## config.mk

```make
export PLATFORM = sky130hd
export DESIGN_NAME = ising_energy_evaluator
export DESIGN_NICKNAME = d
export VERILOG_FILES = /design/src/hw/rtl/iee_pkg.sv /design/src/hw/rtl/iee_ram.sv /design/src/hw/rtl/ising_energy_evaluator.sv
export SDC_FILE = /design/constraint.sdc
export NUM_CORES = 2
export LEC_CHECK = 0
export BUFFER_PORTS_ARGS = -buffer_cell sky130_fd_sc_hd__buf_2
export CORE_MARGIN = 8
export CORE_UTILIZATION = 35
export CTS_CLUSTER_SIZE = 30
export DETAILED_ROUTE_END_ITERATION = 6
export HOLD_SLACK_MARGIN = 0.15
export PLACE_DENSITY = 0.51
export SYNTH_ARGS = -nofsm -noshare
export SYNTH_HDL_FRONTEND = slang
export SYNTH_SLANG_ARGS = --single-unit
```

## constraint.sdc

```tcl
create_clock -name clk_i -period 4.6 [get_ports clk_i]
set_clock_uncertainty 0.1 [all_clocks]
set_input_delay 0.69 -clock clk_i [delete_from_list [all_inputs] [get_ports clk_i]]
set_output_delay 0.69 -clock clk_i [all_outputs]
set_load 0.02 [all_outputs]
```

## src/hw/rtl/iee_pkg.sv

```systemverilog
// Package for the Ising energy evaluator: request modes, field widths
// and output range limits. No dependencies.
package iee_pkg;

  // Request modes
  typedef enum logic {
    MODE_WRITE = 1'b0,
    MODE_EVAL  = 1'b1
  } mode_e;

  localparam int unsigned COEF_W       = 16;  // signed Q8.8 coefficient
  localparam int unsigned INDEX_W      = 8;   // coefficient slot index
  localparam int unsigned SPIN_FIELD_W = 16;  // width of the spin vector
  localparam int unsigned ENERGY_W     = 24;  // signed Q16.8 energy

  localparam int ENERGY_MAX = 8388607;
  localparam int ENERGY_MIN = -8388608;

endpackage

```

## src/hw/rtl/iee_ram.sv

```systemverilog
// Generic single-write, single-read RAM with registered read data.
// No dependencies.
module iee_ram #(
  parameter int unsigned WIDTH = 16,
  parameter int unsigned DEPTH = 136
) (
  input  logic                     clk_i,
  input  logic                     we_i,
  input  logic [$clog2(DEPTH)-1:0] waddr_i,
  input  logic [WIDTH-1:0]         wdata_i,
  input  logic [$clog2(DEPTH)-1:0] raddr_i,
  output logic [WIDTH-1:0]         rdata_o
);

  logic [WIDTH-1:0] mem_q [DEPTH];
  logic [WIDTH-1:0] rdata_q;

  // Write port and registered read port
  always_ff @(posedge clk_i) begin
    if (we_i) begin
      mem_q[waddr_i] <= wdata_i;
    end
    rdata_q <= mem_q[raddr_i];
  end

  assign rdata_o = rdata_q;

endmodule

```

## src/hw/rtl/ising_energy_evaluator.sv

```systemverilog
// Ising energy evaluator top level: coefficient RAM plus a sequencer that
// walks it with one shared add/subtract accumulator. Uses iee_pkg, iee_ram.
//
//  Channel | Handshake                 | Payload
//  --------+---------------------------+---------------------------------------
//  in      | in_valid_i / in_ready_o   | mode_i, coef_index_i, coef_value_i,
//          |                           | spins_i
//  out     | out_valid_o / out_ready_i | energy_o
//
// A write request gives no result.
// An evaluate request makes one RAM read per coefficient into a single
// accumulator, drains the last read, then negates and saturates; the
// next request can be accepted in the cycle after that final step.
// in_ready_o is high only while the sequencer is idle; a finished result
// waits in the output register, and a new evaluation stalls in its final
// step until that register is free. Reset clears the sequencer, accumulator
// and output registers; the coefficient RAM holds garbage until written.
module ising_energy_evaluator
  import iee_pkg::*;
#(
  parameter int unsigned SPINS = 16
) (
  input  logic                       clk_i,
  input  logic                       rst_ni,
  input  logic                       in_valid_i,
  output logic                       in_ready_o,
  input  logic                       mode_i,
  input  logic [INDEX_W-1:0]         coef_index_i,
  input  logic signed [COEF_W-1:0]   coef_value_i,
  input  logic [SPIN_FIELD_W-1:0]    spins_i,
  output logic                       out_valid_o,
  input  logic                       out_ready_i,
  output logic signed [ENERGY_W-1:0] energy_o
);

  localparam int unsigned PAIR_COUNT = SPINS * (SPINS - 1) / 2;
  localparam int unsigned COEF_COUNT = PAIR_COUNT + SPINS;
  localparam int unsigned AW         = $clog2(COEF_COUNT);
  localparam int unsigned IW         = $clog2(SPINS);
  localparam int unsigned SUMW       = $clog2(COEF_COUNT) + COEF_W + 1;
  localparam int unsigned EXTW       = ((SUMW > ENERGY_W) ? SUMW : ENERGY_W) + 1;

  localparam logic signed [EXTW-1:0] E_MAX = EXTW'(ENERGY_MAX);
  localparam logic signed [EXTW-1:0] E_MIN = EXTW'(ENERGY_MIN);

  typedef enum logic [2:0] {
    S_IDLE,
    S_RUN,
    S_DRAIN,
    S_DONE
  } state_e;

  state_e                       state_q;
  logic [AW-1:0]                slot_q;
  logic [IW-1:0]                i_q;
  logic [IW-1:0]                j_q;
  logic                         fld_q;
  logic [SPIN_FIELD_W-1:0]      spins_q;
  logic                         rd_vld_q;
  logic                         sgn_q;
  logic signed [SUMW-1:0]       acc_q;
  logic signed [SUMW-1:0]       acc_d;
  logic                         out_valid_q;
  logic signed [ENERGY_W-1:0]   energy_q;
  logic signed [ENERGY_W-1:0]   energy_d;

  logic                         in_acc;
  logic                         we;
  logic [AW-1:0]                waddr;
  logic [COEF_W-1:0]            rdata;
  logic signed [SUMW-1:0]       coef_ext;
  logic                         spin_i;
  logic                         spin_j;
  logic                         sgn_d;
  logic signed [EXTW-1:0]       acc_ext;
  logic signed [EXTW-1:0]       neg_ext;
  logic                         out_free;

  // Spin lookup; spins past the vector read as -1
  function automatic logic spin_up(logic [SPIN_FIELD_W-1:0] s, logic [IW-1:0] idx);
    logic [31:0] wide;
    wide = 32'(idx);
    if (wide < SPIN_FIELD_W) begin
      return s[wide[$clog2(SPIN_FIELD_W)-1:0]];
    end
    return 1'b0;
  endfunction

  assign in_ready_o = (state_q == S_IDLE);
  assign in_acc     = in_valid_i && in_ready_o;

  // Coefficient write: slots past the table are dropped
  assign we    = in_acc && (mode_i == MODE_WRITE) && (32'(coef_index_i) < COEF_COUNT);
  assign waddr = AW'(32'(coef_index_i));

  iee_ram #(
    .WIDTH (COEF_W),
    .DEPTH (COEF_COUNT)
  ) u_coef_ram (
    .clk_i   (clk_i),
    .we_i    (we),
    .waddr_i (waddr),
    .wdata_i (coef_value_i),
    .raddr_i (slot_q),
    .rdata_o (rdata)
  );

  // Sign of the term issued this cycle: 1 adds, 0 subtracts
  assign spin_i = spin_up(spins_q, i_q);
  assign spin_j = spin_up(spins_q, j_q);
  assign sgn_d  = fld_q ? spin_i : (spin_i == spin_j);

  // Shared accumulator
  assign coef_ext = SUMW'($signed(rdata));
  assign acc_d    = sgn_q ? (acc_q + coef_ext) : (acc_q - coef_ext);

  // Negate and saturate to the output range
  assign acc_ext = EXTW'(acc_q);
  assign neg_ext = -acc_ext;
  always_comb begin
    if (neg_ext > E_MAX) begin
      energy_d = E_MAX[ENERGY_W-1:0];
    end else if (neg_ext < E_MIN) begin
      energy_d = E_MIN[ENERGY_W-1:0];
    end else begin
      energy_d = neg_ext[ENERGY_W-1:0];
    end
  end

  assign out_free = !out_valid_q || out_ready_i;

  // Sequencer, accumulator and output register
  always_ff @(posedge clk_i or negedge rst_ni) begin
    if (!rst_ni) begin
      state_q     <= S_IDLE;
      slot_q      <= '0;
      i_q         <= '0;
      j_q         <= '0;
      fld_q       <= 1'b0;
      spins_q     <= '0;
      rd_vld_q    <= 1'b0;
      sgn_q       <= 1'b0;
      acc_q       <= '0;
      out_valid_q <= 1'b0;
      energy_q    <= '0;
    end else begin
      // Read data arrives in the cycle after each issued address
      rd_vld_q <= (state_q == S_RUN);
      if (rd_vld_q) begin
        acc_q <= acc_d;
      end

      // Output valid: set by the final step, cleared when taken
      if ((state_q == S_DONE) && out_free) begin
        out_valid_q <= 1'b1;
      end else if (out_ready_i) begin
        out_valid_q <= 1'b0;
      end

      case (state_q)
        S_IDLE: begin
          if (in_acc && (mode_i == MODE_EVAL)) begin
            state_q <= S_RUN;
            slot_q  <= '0;
            i_q     <= '0;
            j_q     <= IW'(1);
            fld_q   <= 1'b0;
            spins_q <= spins_i;
            acc_q   <= '0;
          end
        end
        S_RUN: begin
          sgn_q    <= sgn_d;
          slot_q   <= slot_q + AW'(1);
          if (fld_q) begin
            if (i_q == IW'(SPINS - 1)) begin
              state_q <= S_DRAIN;
            end else begin
              i_q <= i_q + IW'(1);
            end
          end else if (j_q == IW'(SPINS - 1)) begin
            // End of a coupling row
            if (i_q == IW'(SPINS - 2)) begin
              fld_q <= 1'b1;
              i_q   <= '0;
            end else begin
              i_q <= i_q + IW'(1);
              j_q <= i_q + IW'(2);
            end
          end else begin
            j_q <= j_q + IW'(1);
          end
        end
        S_DRAIN: begin
          state_q <= S_DONE;
        end
        S_DONE: begin
          if (out_free) begin
            energy_q    <= energy_d;
            state_q     <= S_IDLE;
          end
        end
        default: begin
          state_q <= S_IDLE;
        end
      endcase
    end
  end

  assign out_valid_o = out_valid_q;
  assign energy_o    = energy_q;

  // Read data is only accumulated for addresses issued by the walk
  assert property (@(posedge clk_i) disable iff (!rst_ni)
    rd_vld_q |-> $past(state_q == S_RUN))
    else $error("accumulate without a preceding read");

  // An accepted evaluation starts the walk at the first slot
  assert property (@(posedge clk_i) disable iff (!rst_ni)
    (in_acc && (mode_i == MODE_EVAL)) |=> (state_q == S_RUN) && (slot_q == '0) && !fld_q)
    else $error("evaluation did not start at slot zero");

  // A result is only produced at the end of a walk
  assert property (@(posedge clk_i) disable iff (!rst_ni)
    $rose(out_valid_q) |-> $past(state_q == S_DONE))
    else $error("result outside the final step");

  // Field phase: slot counter and spin counter agree
  assert property (@(posedge clk_i) disable iff (!rst_ni)
    (fld_q && (state_q == S_RUN)) |-> (32'(slot_q) == PAIR_COUNT + 32'(i_q)))
    else $error("field slot out of step with spin index");

endmodule

```

## Yosys cells after proc, flatten, opt, wreduce, memory -nomap -nowiden

Memory sizes are Yosys's and may differ from the RTL's. A register that Yosys moved wholly into a read port is not among the register bits.
Index checks and enable logic that the tools add are counted.
W data, S select, Z words.

- Logic and storage cells: 94
- Register bits: 88
- Input bits: 45
- Output and inout port bits: 26
- Memory bits (writable): 2,176
- Memories: 1

- Magnitude comparators: 5
- Bitwise operators: 1
- Add/subtract/negate cells: 7
- Muxes and demuxes: 38
- Reductions and logical operators: 16
- Equality and inequality tests: 15

Memories:

| memory | words | width | read ports | clocked after memory_dff | wr ports | RTL line | RTL |
|---|---|---|---|---|---|---|---|
| u_coef_ram.mem_q | 136 | 16 | 1 | 1 | 1 | iee_ram.sv:15 | `logic [WIDTH-1:0] mem_q [DEPTH];` |

Operators by type and width:

| operator | count |
|---|---|
| $mux W25 | 4 |
| $mux W24 | 2 |
| $mux W4 | 9 |
| $gt A26 B24 Y1 const B | 1 |
| $lt A26 B24 Y1 const B | 1 |
| $neg A25 Y26 | 1 |
| $add A25 B16 Y25 | 1 |
| $sub A25 B16 Y25 | 1 |
| $pmux W4 S2 | 2 |
| $pmux W8 S2 | 1 |
| $eq A4 B4 Y1 const B | 3 |
| $mux W3 | 4 |
| $pmux W3 S4 | 1 |
| $reduce_and A4 Y1 | 3 |
| $mux W1 | 11 |
| $lt A4 B5 Y1 const B | 2 |
| $add A4 B1 Y4 const B | 2 |
| $add A8 B1 Y8 const B | 1 |
| $bmux W1 S4 | 2 |
| $lt A8 B8 Y1 const B | 1 |
| $mux W8 | 1 |
| $eq A3 B2 Y1 const B | 2 |
| $ne A2 B2 Y1 const B | 3 |
| $ne A3 B3 Y1 const B | 2 |
| 13 further kinds | 21 |

## Logic depth before layout (Yosys ltp)

- Depth after elaboration: 6
- Depth in mapped cells: 16
- Depth with buffers taken out: 15

## Hierarchy

From an unflattened synthesis, not the netlist that was laid out.

- Cell total of the unflattened synthesis: 4,691
- Area total of the unflattened synthesis: 90,835.9 µm²

Modules (own cells, without submodules):

| module | times used | area an instance (µm²) | cells each | sequential area each (µm²) |
|---|---|---|---|---|
| iee_ram | 1 | 84,753.8 | 3,985 | 65,663.0 |
| ising_energy_evaluator | 1 | 6,082.1 | 706 | 2,177.1 |

## Least setup slack after synthesis

No wires, ideal clock.

- Kind: flip-flop to flip-flop
- From: register sgn_q
- To: register acc_q[23]
- Period minus slack after synthesis: 3.290 ns
- Buffers on the path: 1
- Arrival time: 3.061 ns
- Required time: 4.371 ns
- Setup time: 0.129 ns
- Setup slack: 1.310 ns
- Cell stages (with the launch flop): 12
- Cells stage by stage: dfrtp_1 -> clkbuf_1 -> mux2_2 -> ha_1 -> a21o_1 -> a21o_1 -> a2111oi_0 -> o31a_1 -> o21ai_1 -> a311oi_1 -> nand3b_1 -> nand3_1

- Cells in the longest elaborated chain, start to end: 4

Ends and longest elaborated chain:

| what | RTL line | RTL |
|---|---|---|
| start, declared | ising_energy_evaluator.sv:60 | `logic sgn_q;` |
| start signal, assigned | ising_energy_evaluator.sv:173 | `sgn_q <= sgn_d;` |
| $mux W25 * | ising_energy_evaluator.sv:115 | `assign acc_d = sgn_q ? (acc_q + coef_ext) : (acc_q - coef_ext);` |
| $mux W25 * | ising_energy_evaluator.sv:149 | `if (rd_vld_q) begin` |
| $mux W25 | ising_energy_evaluator.sv:162 | `if (in_acc && (mode_i == MODE_EVAL)) begin` |
| $mux W25 * | ising_energy_evaluator.sv:160 | `case (state_q)` |
| end signal, assigned | ising_energy_evaluator.sv:143 | `acc_q <= '0;` |
| end signal, assigned | ising_energy_evaluator.sv:150 | `acc_q <= acc_d;` |
| end signal, assigned | ising_energy_evaluator.sv:169 | `acc_q <= '0;` |
| end, declared | ising_energy_evaluator.sv:61 | `logic signed [SUMW-1:0] acc_q;` |

Mark *: on every way between the ends. The rest lies on a longest branch, timed or not.
A chain may end at the register's enable or synchronous reset.

==> flow_summary.toml <==
[power_and_ir_drop]
p_switching_mw = 18.0
seq_power_share_pct = 40.7
p_int_mw = 40.8
power_frac_comb_pct = 29.0
p_clk_share_pct = 30.3
peakVddDrop_mv = 0.430
switching_share_pct = 30.7
p_per_area_nw_per_um2 = 565
cellLeakagePower_nw = 33.0
p_total_mw = 58.8

[timing]
slew_headroom_pct = 6.70
fin_setup_tns_ns = 0
fmax_mhz = 236
finalSetupViolations = 0
tightestPinTransition_ns = 1.38
slew_viol_final = 0
rsz0062_at_grt = "false"
period_needed_ns = 4.23
worst_hold_slack_ns = 0.221
period_share_pct = 92.0
hold_viol = 0

[placement]
dp_hpwl_um = 154000
numPortBuffers = 70
place.gp.congestion = 0.814

[die]
rows = 186
core_um2 = 256000
start_util_pct = 35.1
die_w_um = 523
die_h_um = 523
die-area_um2 = 274000
num_io_pins = 71

[worst_hold_path]
hold_path.class = "in -> reg"

[clocking]
post_cts_resized = 0
cts_tree = "yes"
post_cts_buffers = 0
clk_path_buf_depth = 3
cts_buffers = 227
clk_pin_slew_ns = 0.06
root_buffer = "clkbuf_16"
h-tree-depth = 4
clock_sinks = 2279
clock_latency_ns = 0.85

[synthesis]
async_flop_share_pct = 3.82
synth-compound-area-share_pct = 2.32
ys_types = 65
synthSimpleGateAreaFrac_pct = 2.82
syn_nets = 4387
synthCells = 4304
synth_top_family_by_area = "multiplexers"
synth_ff_type = "edfxtp_1"
synth_edf_count = 2176
yosys_warnings = 0
synth-seq-area-share_pct = 75.4
synth_fa_ha_area_share_pct = 0.537
synth_xor_area_share_pct = 0.487
netlist_area_um2 = 90000
ys_seq_elements = 2279
synthMuxAreaShare_pct = 17.0
postSynthAreaPerCell_um2 = 20.9

[route]
vias = 44969
drc = 0
finalWirelength_um = 251000
drt_iter0_drc = 4647
wl_per_cell_um = 30.2
postRouteAntennaNets = 0
dr.pass1.iters = 5
vias_per_cell = 5.40

[setup_path]
crit_buf_inv = 3
crit_family = "multiplexers"
end_kind = "flip-flop"
cp-start-kind = "flip-flop"
worst_path_largest_cell_delay_ns = 0.93
cp_max_fo = 24
worst-setup-path-type = "reg -> reg"
crit_arrival_ns = 4.83
path_cells = "buf_12, buf_4, mux4_2, mux4_2, mux2i_1, o21ai_0, o31ai_1, buf_4, o21ai_0"
slowest_stage = "dfrtp_4"
required_ns = 5.20

[global_route]
grt_overflow = 0
grt_start_max_net_pins = 137
grt_pass1_wl_um = 355000
grt_pass1_vias = 45428
antenna_found_initial = 13
grt.total_usage_pct = 18.1

[layout]
fin_nets = 4821
area_growth_syn_to_layout_pct = 15.6
final_core_util_pct = 40.6
num-fill-cells = 22535
final_common_cell = "edfxtp_1"
final_layout_size_suffix_gt1_share_pct = 30.4
layout_common_cells = "2176 x edfxtp_1, 607 x mux4_2, 317 x buf_4"

[job]
maxCapViolations = 0

[run_status]
status = "finished clean"
## timing repair
| action | in CTS | in global routing |
|---|---|---|
| hold buffers | 20 | 0 |
| endpoints found under the setup margin | 0 | 0 |
| hold endpoints to repair | 122 | 0 |
## cells in the mapped netlist (18+ instances only)
master	instances	share of area, %
o21ai_0	74	0.41
nor3_1	34	0.19
nor2_1	223	0.93
xor2_1	25	0.24
nand2_1	199	0.83
ha_1	37	0.51
buf_6	18	0.23
nand3_1	36	0.20
o21ai_1	27	0.15
mux4_2	607	15
inv_1	23	0.096
mux2i_1	119	1.3
buf_4	51	0.43
edfxtp_1	2176	73
dfrtp_1	87	2.4
mux2_2	39	0.49
o22ai_1	35	0.24
buf_2	48	0.27
o221ai_1	19	0.18
xnor2_1	25	0.24
a21oi_1	93	0.52
clkbuf_1	90	0.38
## area by class of cell
cell class              instances  area, um^2  area share, %
diodes                          7        17.5         0.0168
clock buffers                 285        5950           5.72
clock inverters               138        1150           1.11
inverters                      27         109          0.105
multi-input cells            1774       21100           20.3
flip-flops and latches       2279       67900           65.2
well taps                    3384        4230           4.07
repair buffers                429        3630           3.48
## registers in the layout (all words and copies together), names as in the netlist
name                cells
fld_q                   1
sgn_q                   1
i_q                     4
spins_q                16
state_q                 2
out_valid_o             1
u_coef_ram.rdata_o     16
acc_q                  25
rd_vld_q                1
slot_q                  8
j_q                     4
u_coef_ram.mem_q     2176
energy_o               24
## power by group through the flow
stage	sequential, mW	clock (mW)	combinational, mW
5_1_grt	24.0	18.9	18.2
3_5_place_dp	24.4	0	17.3
3_3_place_gp	24.3	0	17.3
2_1_floorplan	24.1	0	11.2
4_1_cts	23.9	18.2	17.3
6_report	23.9	17.8	17.0
## through the flow
stage	instances	cell area, um^2	worst slack (ns)
6_report	8323	104000	0.366
5_1_grt	8320	104000	0.372
4_1_cts	8316	104000	0.414
3_5_place_dp	7873	96800	0.428
3_3_place_gp	7873	96800	0.411
2_1_floorplan	4304	90000	1.31
## path summary, 6_finish.rpt
check,start,end,slack [ns],cells after the start
setup reg to reg,slot_q[0],u_coef_ram.rdata_o[0],0.37,9
hold / removal,coef_value_i[12],u_coef_ram.mem_q[7][12],0.22,1
min in group asynchronous,rst_ni,spins_q[7],0.41,2
setup / recovery,slot_q[0],u_coef_ram.rdata_o[0],0.37,9
max in group asynchronous,rst_ni,acc_q[10],3.13,3
hold reg to reg,energy_o[23],energy_o[23],0.37,2
## kinds of logic after synthesis
kind of cell / Yosys count
XOR/XNOR: 50
adder cells (fa/ha/maj): 38
buffers and inverters: 251
flip-flops: 2279
AND/OR/NAND/NOR: 583
AO/OA/AOI/OAI: 338
multiplexers: 765
## layer usage
metal,global-route usage (%),wire (um),up-vias
met4,4.12,5420,6
met3,2.73,13500,294
met5,0,40,-
met2,29.6,122000,1385
met1,25.7,111000,24525
li1,-,-,18759
Power figures use the tool's default switching activity.
